**config.mk**
```make
export PLATFORM = sky130hd
export DESIGN_NAME = imu_bias_calibrate_integrate
export DESIGN_NICKNAME = d
export VERILOG_FILES = /design/src/imb_pkg.sv /design/src/imu_bias_calibrate_integrate.sv
export SDC_FILE = /design/constraint.sdc
export NUM_CORES = 2
export LEC_CHECK = 0
export BUFFER_PORTS_ARGS = -buffer_cell sky130_fd_sc_hd__buf_2
export CORE_ASPECT_RATIO = 1.25
export CORE_MARGIN = 4
export CORE_UTILIZATION = 63
export CTS_CLUSTER_DIAMETER = 100
export CTS_CLUSTER_SIZE = 20
export DETAILED_ROUTE_END_ITERATION = 10
export PLACE_DENSITY = 0.82
export SLEW_MARGIN = 10
export SYNTH_ARGS = -nofsm -noshare
export SYNTH_HDL_FRONTEND = slang
export SYNTH_SLANG_ARGS = --single-unit
export TNS_END_PERCENT = 5
```
**constraint.sdc**
```tcl
create_clock -name i_clk -period 16.5 [get_ports i_clk]
set_input_delay 0.825 -clock i_clk [delete_from_list [all_inputs] [get_ports i_clk]]
set_output_delay 0.825 -clock i_clk [all_outputs]
set_load 0.1 [all_outputs]
```
**src/imb_pkg.sv**
```systemverilog
// ----------------------------------------------------------------------------
// imb_pkg
// Shared widths, mode codes and angle wrap limits for the IMU bias
// calibration and rate integration block.
// ----------------------------------------------------------------------------
package imb_pkg;

    localparam int SMP_W   = 16;   // raw sample width
    localparam int RATE_W  = 17;   // corrected rate width
    localparam int SUM_W   = 32;   // calibration sums, totals, count
    localparam int ANGLE_W = 24;   // integrated angle width
    localparam int MODE_W  = 2;

    localparam logic [MODE_W-1:0] MODE_IDLE = 2'd0;
    localparam logic [MODE_W-1:0] MODE_CAL  = 2'd1;
    localparam logic [MODE_W-1:0] MODE_RUN  = 2'd2;

    // angle wraps into [-ANGLE_MAX, ANGLE_MAX]
    localparam logic signed [ANGLE_W-1:0] ANGLE_MAX  = 24'sd4718592;
    localparam logic signed [ANGLE_W:0]   ANGLE_SPAN = 25'sd9437184;

endpackage

```
**src/imu_bias_calibrate_integrate.sv**
```systemverilog
// ----------------------------------------------------------------------------
// imu_bias_calibrate_integrate
// Gyro/accel bias calibration by running average and bias-corrected
// integration of gyro rates and accelerometer values.
// ----------------------------------------------------------------------------
//  channel   direction  handshake                 payload
//  in        input      i_in_valid / o_in_stall   i_accel_x/y/z, i_gyro_x/y/z
//  out       output     o_out_valid / i_out_stall o_rate_*, o_accel_total_*, o_angle_*
//  cfg       input      i_cfg_we                  i_cfg_data (mode)
//
//  Idle and running items go straight to DONE; so does a calibrating item whose
//  count wraps. Other calibrating items run DLOAD, DITER and DSTORE per axis:
//  the six bias divisions share one restoring divider, one quotient bit per cycle.
//  Reset (synchronous, active low) clears all sums, biases, totals and angles.
//  A new item is accepted while the previous result still waits on a stall;
//  the finished result then holds until the output register frees up.
// ----------------------------------------------------------------------------
module imu_bias_calibrate_integrate (
    input  logic                                i_clk,
    input  logic                                i_rst_n,
    input  logic                                i_cfg_we,
    input  logic [imb_pkg::MODE_W-1:0]          i_cfg_data,
    input  logic                                i_in_valid,
    output logic                                o_in_stall,
    input  logic signed [imb_pkg::SMP_W-1:0]    i_accel_x,
    input  logic signed [imb_pkg::SMP_W-1:0]    i_accel_y,
    input  logic signed [imb_pkg::SMP_W-1:0]    i_accel_z,
    input  logic signed [imb_pkg::SMP_W-1:0]    i_gyro_x,
    input  logic signed [imb_pkg::SMP_W-1:0]    i_gyro_y,
    input  logic signed [imb_pkg::SMP_W-1:0]    i_gyro_z,
    output logic                                o_out_valid,
    input  logic                                i_out_stall,
    output logic signed [imb_pkg::RATE_W-1:0]   o_rate_x,
    output logic signed [imb_pkg::RATE_W-1:0]   o_rate_y,
    output logic signed [imb_pkg::RATE_W-1:0]   o_rate_z,
    output logic signed [imb_pkg::SUM_W-1:0]    o_accel_total_x,
    output logic signed [imb_pkg::SUM_W-1:0]    o_accel_total_y,
    output logic signed [imb_pkg::SUM_W-1:0]    o_accel_total_z,
    output logic signed [imb_pkg::ANGLE_W-1:0]  o_angle_x,
    output logic signed [imb_pkg::ANGLE_W-1:0]  o_angle_y,
    output logic signed [imb_pkg::ANGLE_W-1:0]  o_angle_z
);
    import imb_pkg::*;

    localparam logic [2:0] S_IDLE   = 3'd0;
    localparam logic [2:0] S_DLOAD  = 3'd1;
    localparam logic [2:0] S_DITER  = 3'd2;
    localparam logic [2:0] S_DSTORE = 3'd3;
    localparam logic [2:0] S_DONE   = 3'd4;

    localparam int         NAXIS    = 6;   // 0..2 gyro, 3..5 accel
    localparam logic [2:0] AX_LAST  = 3'd5;

    logic [2:0]               r_state;
    logic [MODE_W-1:0]        r_mode;
    logic [SUM_W-1:0]         r_cal_sum [NAXIS];
    logic [SUM_W-1:0]         r_count;
    logic signed [SMP_W-1:0]  r_bias [NAXIS];
    logic [SUM_W-1:0]         r_total [3];
    logic signed [ANGLE_W-1:0] r_angle [3];
    logic signed [RATE_W-1:0] r_rate [3];

    // shared divider
    logic [2:0]               r_axis;
    logic [4:0]               r_bit;
    logic                     r_neg;
    logic [SUM_W-1:0]         r_quo;
    logic [SUM_W:0]           r_rem;

    // output register
    logic                     r_ovalid;
    logic signed [RATE_W-1:0] r_orate [3];
    logic [SUM_W-1:0]         r_ototal [3];
    logic signed [ANGLE_W-1:0] r_oangle [3];

    logic signed [SMP_W-1:0]  w_acc [3];
    logic signed [SMP_W-1:0]  w_gyr [3];
    logic signed [RATE_W-1:0] w_a [3];
    logic signed [RATE_W-1:0] w_v [3];
    logic signed [ANGLE_W:0]  w_s [3];
    logic signed [ANGLE_W:0]  w_sw [3];
    logic [SUM_W-1:0]         n_count;
    logic                     w_accept;
    logic                     w_oload;
    logic [SUM_W-1:0]         w_dsel;
    logic [SUM_W:0]           w_trial;
    logic                     w_ge;

    assign w_acc[0] = i_accel_x;
    assign w_acc[1] = i_accel_y;
    assign w_acc[2] = i_accel_z;
    assign w_gyr[0] = i_gyro_x;
    assign w_gyr[1] = i_gyro_y;
    assign w_gyr[2] = i_gyro_z;

    assign o_in_stall = (r_state != S_IDLE);
    assign w_accept   = i_in_valid && (r_state == S_IDLE);
    assign w_oload    = (r_state == S_DONE) && (!r_ovalid || !i_out_stall);
    assign n_count    = r_count + 32'd1;

    // running-mode lanes, one per axis
    always_comb begin
        for (int i = 0; i < 3; i++) begin
            w_a[i] = RATE_W'(w_acc[i]) - RATE_W'(r_bias[3+i]);
            w_v[i] = RATE_W'(w_gyr[i]) - RATE_W'(r_bias[i]);
            w_s[i] = (ANGLE_W+1)'(r_angle[i]) + (ANGLE_W+1)'(w_v[i]);
            if (w_s[i] > (ANGLE_W+1)'(ANGLE_MAX)) begin
                w_sw[i] = w_s[i] - ANGLE_SPAN;
            end else if (w_s[i] < -((ANGLE_W+1)'(ANGLE_MAX))) begin
                w_sw[i] = w_s[i] + ANGLE_SPAN;
            end else begin
                w_sw[i] = w_s[i];
            end
        end
    end

    // restoring divider step: magnitude / count, one bit per cycle
    assign w_dsel  = r_cal_sum[r_axis];
    assign w_trial = {r_rem[SUM_W-1:0], r_quo[SUM_W-1]};
    assign w_ge    = (w_trial >= {1'b0, r_count});

    always_ff @(posedge i_clk) begin
        if (!i_rst_n) begin
            r_state  <= S_IDLE;
            r_mode   <= MODE_IDLE;
            r_count  <= '0;
            r_ovalid <= 1'b0;
            r_axis   <= '0;
            for (int i = 0; i < NAXIS; i++) begin
                r_cal_sum[i] <= '0;
                r_bias[i]    <= '0;
            end
            for (int i = 0; i < 3; i++) begin
                r_total[i] <= '0;
                r_angle[i] <= '0;
                r_rate[i]  <= '0;
            end
        end else begin
            if (i_cfg_we) begin
                r_mode <= i_cfg_data;
            end

            if (w_oload) begin
                r_ovalid <= 1'b1;
            end else if (!i_out_stall) begin
                r_ovalid <= 1'b0;
            end

            unique case (r_state)
                S_IDLE: begin
                    if (w_accept) begin
                        if (r_mode == MODE_CAL) begin
                            for (int i = 0; i < 3; i++) begin
                                r_cal_sum[i]   <= r_cal_sum[i] + SUM_W'(w_gyr[i]);
                                r_cal_sum[3+i] <= r_cal_sum[3+i] + SUM_W'(w_acc[i]);
                            end
                            r_count <= n_count;
                            r_axis  <= '0;
                            // wrapped count leaves the biases as they were
                            r_state <= (n_count != '0) ? S_DLOAD : S_DONE;
                        end else begin
                            r_state <= S_DONE;
                            if (r_mode == MODE_RUN) begin
                                for (int i = 0; i < 3; i++) begin
                                    r_total[i] <= r_total[i] + SUM_W'(w_a[i]);
                                    r_rate[i]  <= w_v[i];
                                    r_angle[i] <= w_sw[i][ANGLE_W-1:0];
                                end
                            end
                        end
                    end
                end
                S_DLOAD: begin
                    r_state <= S_DITER;
                end
                S_DITER: begin
                    if (r_bit == '0) begin
                        r_state <= S_DSTORE;
                    end
                end
                S_DSTORE: begin
                    r_bias[r_axis] <= r_neg ? SMP_W'(32'd0 - r_quo) : r_quo[SMP_W-1:0];
                    if (r_axis == AX_LAST) begin
                        r_state <= S_DONE;
                    end else begin
                        r_axis  <= r_axis + 3'd1;
                        r_state <= S_DLOAD;
                    end
                end
                S_DONE: begin
                    if (w_oload) begin
                        r_state <= S_IDLE;
                    end
                end
                default: begin
                    r_state <= S_IDLE;
                end
            endcase
        end
    end

    // divider datapath, no reset needed
    always_ff @(posedge i_clk) begin
        if (r_state == S_DLOAD) begin
            r_neg <= w_dsel[SUM_W-1];
            r_quo <= w_dsel[SUM_W-1] ? (32'd0 - w_dsel) : w_dsel;
            r_rem <= '0;
            r_bit <= 5'd31;
        end else if (r_state == S_DITER) begin
            r_rem <= w_ge ? (w_trial - {1'b0, r_count}) : w_trial;
            r_quo <= {r_quo[SUM_W-2:0], w_ge};
            r_bit <= r_bit - 5'd1;
        end
    end

    always_ff @(posedge i_clk) begin
        if (w_oload) begin
            for (int i = 0; i < 3; i++) begin
                r_orate[i]  <= r_rate[i];
                r_ototal[i] <= r_total[i];
                r_oangle[i] <= r_angle[i];
            end
        end
    end

    assign o_out_valid     = r_ovalid;
    assign o_rate_x        = r_orate[0];
    assign o_rate_y        = r_orate[1];
    assign o_rate_z        = r_orate[2];
    assign o_accel_total_x = $signed(r_ototal[0]);
    assign o_accel_total_y = $signed(r_ototal[1]);
    assign o_accel_total_z = $signed(r_ototal[2]);
    assign o_angle_x       = r_oangle[0];
    assign o_angle_y       = r_oangle[1];
    assign o_angle_z       = r_oangle[2];

endmodule

```
* After elaboration in Yosys (flattened, before gate mapping)
Memory sizes are Yosys's and may differ from the RTL's. A register that Yosys moved wholly into a read port is not among the register bits.
Cells that the tools add are included.
** Word-level totals
- Bits in registers :: 111
- Memory bits (writable) :: 726
- Output and inout port bits :: 221
- Word-level logic and storage cells :: 158
- Memories kept :: 8
** Operators by class
- Add/subtract/negate cells :: 30
- Magnitude comparators :: 7
- Equal/unequal tests :: 13
- Mux-type cells :: 61
- Bitwise gates (word level) :: 15
- Reductions and logical operators :: 15
** Memory list
- r_cal_sum :: words 6, width 32, rd ports 7, clocked after Yosys merged registers in 1, write ports 6, line imu_bias_calibrate_integrate.sv:56 : logic [SUM_W-1:0] r_cal_sum [NAXIS];
- r_bias :: words 6, width 16, rd ports 6, clocked after Yosys merged registers in 0, write ports 6, line imu_bias_calibrate_integrate.sv:58 : logic signed [SMP_W-1:0] r_bias [NAXIS];
- r_ototal :: words 3, width 32, rd ports 3, clocked after Yosys merged registers in 0, write ports 3, line imu_bias_calibrate_integrate.sv:73 : logic [SUM_W-1:0] r_ototal [3];
- r_total :: words 3, width 32, rd ports 3, clocked after Yosys merged registers in 0, write ports 3, line imu_bias_calibrate_integrate.sv:59 : logic [SUM_W-1:0] r_total [3];
- r_angle :: words 3, width 24, rd ports 3, clocked after Yosys merged registers in 0, write ports 3, line imu_bias_calibrate_integrate.sv:60 : logic signed [ANGLE_W-1:0] r_angle [3];
- r_oangle :: words 3, width 24, rd ports 3, clocked after Yosys merged registers in 0, write ports 3, line imu_bias_calibrate_integrate.sv:74 : logic signed [ANGLE_W-1:0] r_oangle [3];
- 2 more memories
** Operator list (count)
- 32-bit 2-to-1 mux :: 13
- 32-bit adder :: 9
- 24-bit 2-to-1 mux :: 9
- 16-bit by 16-bit subtractor with 17-bit output :: 6
- 24-bit by 17-bit adder with 25-bit output :: 3
- 25-bit by 24-bit greater-than comparator with 1-bit output (second input constant) :: 3
- 25-bit by 24-bit < comparator with 1-bit output (second input constant) :: 3
- 24-bit adder (second input constant) :: 3
- 24-bit subtractor (second input constant) :: 3
- 17-bit 2-to-1 mux :: 3
- 3-bit 2-to-1 mux :: 12
- 33-bit by 32-bit >= comparator with 1-bit output :: 1
- 32-bit by 1-bit adder with 32-bit output (second input constant) :: 1
- 16-bit 2-to-1 mux :: 2
- 32-bit nonzero test :: 1
- 1-bit by 32-bit subtractor with 32-bit output (first input constant) :: 1
- 32-bit subtractor :: 1
- 1-bit 2-to-1 mux :: 20
- 16-bit OR reduction :: 1
- 1-bit by 16-bit subtractor with 16-bit output (first input constant) :: 1
- 1-bit OR :: 15
- 3-bit one-hot mux with 5 select lines :: 1
- 2-bit != test (second input constant) :: 4
- 3-bit by 2-bit equality test with 1-bit output (second input constant) :: 2
- 17 further kinds :: 23

* Longest topological paths before layout
- Word-level depth :: 8
- Depth in mapped cells :: 34

* Worst setup path before layout
OpenSTA, ideal clock, no wires.
- Path kind :: input-to-reg
- Start point :: input port i_out_stall
- End point :: memory r_oangle[0][0] (enable)
- Library setup time :: 872 ps
- Arrival :: 11347 ps
- Slack :: 4281 ps
- Cell stages on the path :: 1
- Buffers on the path :: 0
- Cell sequence :: a21oi_1
** RTL lines
- start: declaration :: line imu_bias_calibrate_integrate.sv:32 : input logic i_out_stall,
- end: declaration :: line imu_bias_calibrate_integrate.sv:74

==> Implementation_results.wiki <==
{| class="wikitable"
! Metric !! Value
|-
| Mux contribution to synthesized area || 2.48%
|-
| Endpoints failing setup || 0
|-
| Crit. End Element || flip-flop
|-
| Core area || 85900 um^2
|-
| Met2 track demand over resource in global routing || 51.4%
|-
| Buffer depth of the longest clock path || 3
|-
| Number of cell instances on the worst register-to-register path || 33
|-
| Register bit count reported by yosys || 840
|-
| Clock Skews || 0.0171 ns
|-
| Worst supply voltage drop on vdd || 0.138 mV
|-
| Clock tree from TritonCTS || built
|-
| Required time of the critical path || 16.87 ns
|-
| Die width || 272 um
|-
| Combinational power share || 38.0%
|-
| RSZ-0062 raised after global routing || false
|-
| Library cell appearing most often on the critical path || o21ai_0
|-
| Count of hold buffers inserted by post-cts repair || 0
|-
| Post-detailed-route DRC marker count || 0
|-
| DRC violation total after the first TritonRoute iteration || 4103
|-
| Arrival time of data at the critical path endpoint || 8.07 ns
|-
| TritonCTS sink count || 840
|-
| Routed Wire Length || 144000 um
|-
| Global route hottest layer || met2
|-
| Number of antenna violations at the first check in global routing || 24
|-
| Mapped cell area || 54700 um^2
|-
| Max Clock Freq || 130 MHz
|-
| Max_cap viols || 0
|-
| CTS resizes || 0
|-
| Post-Synth Simple-Gate Area || 15.4%
|-
| Instance area at placement || 57500 um^2
|-
| Post-Synthesis Cells || 5418
|-
| Largest cells by area after synthesis || edfxtp_1 (42%), ha_1 (11%), xnor2_1 (4.5%)
|-
| Number of placement rows || 120
|-
| Antenna-violating nets left || 0
|-
| Final non-filler cell area || 58900 um^2
|-
| Area share of the leading cell type in the synthesized netlist || 41.7%
|-
| Power per cell area || 104 nW/um^2
|-
| Overflow left after global routing || 0
|-
| Parity-gate share of the synthesized area counting xor and xnor cells || 7.09%
|-
| Wire length of the first global-routing pass || 222000 um
|-
| Area of all sequential standard cells || 24400 um^2
|-
| Mapped Avg Cell Area || 10.1 um^2
|-
| Worst-path fanout max || 12
|-
| Internal power component || 3.89 mW
|-
| Part of the cycle the worst path needs || 46.7%
|-
| Number of optimization iterations in the first detailed-route pass || 7
|-
| Share of synthesized area occupied by flip-flops and latches || 44.6%
|-
| H-tree Lvls || 2
|-
| Clock root buffer || clkbuf_16
|-
| Final estimated routing congestion in global placement || 0.976
|-
| Worst hold stages || 0
|-
| Synthesized-area fraction occupied by ao, oa, aoi and oai cells || 15.4%
|-
| Via count of the routed design || 42687
|-
| Clock network fraction of total power || 20.1%
|-
| Initial Utilization || 63.7%
|-
| Slowest stage cell, crit path || xor2_1
|-
| Via count of the first global-routing pass || 40728
|-
| Top cell types by occurrence after synthesis || edfxtp_1 (759), nor2_1 (633), ha_1 (491)
|-
| Reg clk slew, reported paths || 0.09 ns
|-
| Worst relative slew slack || 19.2%
|-
| Number of enable flip-flop cells after synthesis || 759
|-
| Met3 Use GR || 4.67%
|-
| Type of origin of the critical path || flip-flop
|-
| Status || finished clean
|-
| Filler Cell Count || 6690
|-
| Routed wirelength normalized by instance count || 21.0 um
|-
| Class of the most critical setup path || flip-flop to flip-flop
|-
| Total net switching power || 2.22 mW
|-
| Fraction of power spent switching nets || 36.4%
|-
| Insertion delay of the later-clocked pin in the worst-skew pair || 0.64 ns
|-
| Detail Placement HPWL || 110000 um
|-
| Async SR Flop Fraction || 0%
|-
| Count of input and output buffers || 323
|-
| # Post-CTS Setup Buffers || 0
|-
| Post-layout net count || 6300
|-
| Worst-Margin Slew || 1.20 ns
|-
| Leakage power || 24.2 nW
|-
| CP peak stage delay || 0.64 ns
|-
| Combinational family with the most area after synthesis || simple AND/OR/NAND/NOR gates
|-
| Path category of the worst min-delay check || flip-flop to flip-flop
|-
| Total number of yosys warnings || 0
|-
| IO Pins || 324
|-
| Met1 GRT Util || 39.6%
|-
| Final Hold Vio Count || 0
|-
| Die Outline Area || 91600 um^2
|-
| Flop pwr share || 41.8%
|-
| Unique cell type count in the Yosys netlist || 89
|-
| Total area of multi-input combinational cells || 28700 um^2
|-
| Predominant post-synthesis flop cell || edfxtp_1
|-
| Post-Syn Nets || 6031
|-
| Vias per Instance || 6.20
|-
| Library cell occupying the most area in the post-synthesis netlist || edfxtp_1
|-
| Clock buffer count from CTS || 47
|-
| Total negative slack || 0 ns
|-
| Count leader, synth || edfxtp_1
|-
| Maximum number of pins on one net before global-route repair || 82
|-
| Proportion of layout cells with a drive suffix above 1 || 8.73%
|-
| All-layer global routing usage || 30.5%
|-
| Die outline height || 337 um
|-
| Count of pins over their slew limit || 0
|-
| Post-synthesis adder-cell area fraction || 11.9%
|-
| Layout Area Growth over Synthesis || 7.63%
|-
| Final critical-path required period || 7.71 ns
|}
[registers in the layout, indices dropped and copies added (netlist names), 3 cells and up, named ones only]
register   cells
r_oangle      72
r_orate       51
r_cal_sum    192
r_rem         32
r_bias        96
r_bit          5
r_total       96
r_angle       72
r_quo         32
r_rate        51
r_state        3
r_ototal      96
r_axis         3
r_count       32
[worst max-delay path, delay by kind of cell (launching register included)]
kind	cells	cell delay, ns
flip-flops	1	0.38
adder cells (fa/ha/maj)	4	1.29
buffers and inverters	1	0.18
AO/OA/AOI/OAI	15	2.98
AND/OR/NAND/NOR	11	1.82
XOR/XNOR	2	0.78
[final cells by class]
| class | count | share of cell area, % |
|---|---|---|
| diodes | 21 | 0.0893 |
| clock buffers | 64 | 2.14 |
| clock inverters | 2 | 0.0425 |
| inverters | 308 | 1.96 |
| multi-input cells | 4138 | 48.7 |
| flip-flops and latches | 840 | 41.5 |
| well taps | 1159 | 2.46 |
| repair buffers | 352 | 3.12 |
[worst paths after layout]
check                      from        endpoint  slack [ns]
hold reg to reg   r_rate[0][37]  r_orate[0][37]        0.42
setup / recovery   r_bias[1][0]  r_angle[0][44]        8.79
hold / removal    r_rate[0][37]  r_orate[0][37]        0.42
setup reg to reg   r_bias[1][0]  r_angle[0][44]        8.79
[metal layers]
| layer | share of wire, % | wire length (um) | vias up |
|---|---|---|---|
| li1 | - | - | 20369 |
| met2 | 47 | 68200 | 1637 |
| met4 | 4.8 | 6940 | 8 |
| met3 | 7.7 | 11200 | 354 |
| met5 | 0.042 | 60 | - |
| met1 | 40 | 58100 | 20319 |
[through the flow]
stage          std cells  total power, mW  util (%)  setup WS, ns  hold slack [ns]
2_1_floorplan       5418             4.43         -          4.28            0.400
3_3_place_gp        6797             4.84      67.0          8.69            0.401
3_5_place_dp        6797             4.89      67.0          8.37            0.405
4_1_cts             6863             6.10      68.5          8.94            0.418
5_1_grt             6874             6.44      68.5          7.94            0.428
6_report            6884             6.11      68.6          8.79            0.417
[kinds of logic (layout without fill, tap and decap cells)]
group / count (synthesis) / count (layout)
multiplexers: 95 / 95
AO/OA/AOI/OAI: 1324 / 1324
other: 0 / 21
AND/OR/NAND/NOR: 1767 / 1767
XOR/XNOR: 442 / 442
adder cells (fa/ha/maj): 510 / 510
flip-flops: 840 / 840
buffers and inverters: 440 / 726
[power by group through the flow]
stage          logic (mW)  clock network (mW)  registers [mW]
5_1_grt              2.55                1.32            2.57
3_3_place_gp         2.24                   0            2.60
3_5_place_dp         2.29                   0            2.60
6_report             2.32                1.23            2.56
2_1_floorplan        1.63                   0            2.80
4_1_cts              2.31                1.24            2.55
[placed cells by master (no fill, tap or decap), types with 16 or more instances in the layout]
cell type | Yosys | final
dfxtp_1 | 81 | 79
mux2i_1 | 60 | 60
o21a_1 | 63 | 63
nor4_1 | 28 | 28
or3_1 | 37 | 37
buf_4 | 4 | 29
inv_1 | 308 | 308
clkbuf_1 | 115 | 16
nor2_1 | 633 | 632
o21bai_1 | 51 | 51
o22ai_1 | 16 | 16
a31oi_1 | 45 | 45
nand2b_1 | 64 | 64
edfxtp_1 | 759 | 759
nor3b_1 | 25 | 24
nand4_1 | 57 | 57
mux4_2 | 32 | 32
nand3_1 | 124 | 123
buf_2 | 6 | 323
a21oi_1 | 357 | 356
xnor2_1 | 284 | 284
clkbuf_16 | 0 | 48
and3_1 | 53 | 52
o31ai_1 | 33 | 33
a21boi_0 | 35 | 35
a211oi_1 | 36 | 36
nand2_1 | 334 | 330
o211ai_1 | 23 | 23
diode_2 | 0 | 21
nor3_1 | 135 | 135
and2_1 | 133 | 133
xor2_1 | 157 | 157
ha_1 | 491 | 491
fa_1 | 19 | 19
a21o_1 | 185 | 185
or2_2 | 31 | 31
a2111oi_0 | 18 | 18
nor2b_1 | 67 | 67
o21ai_0 | 326 | 326
(Power assumes the default switching activity.)
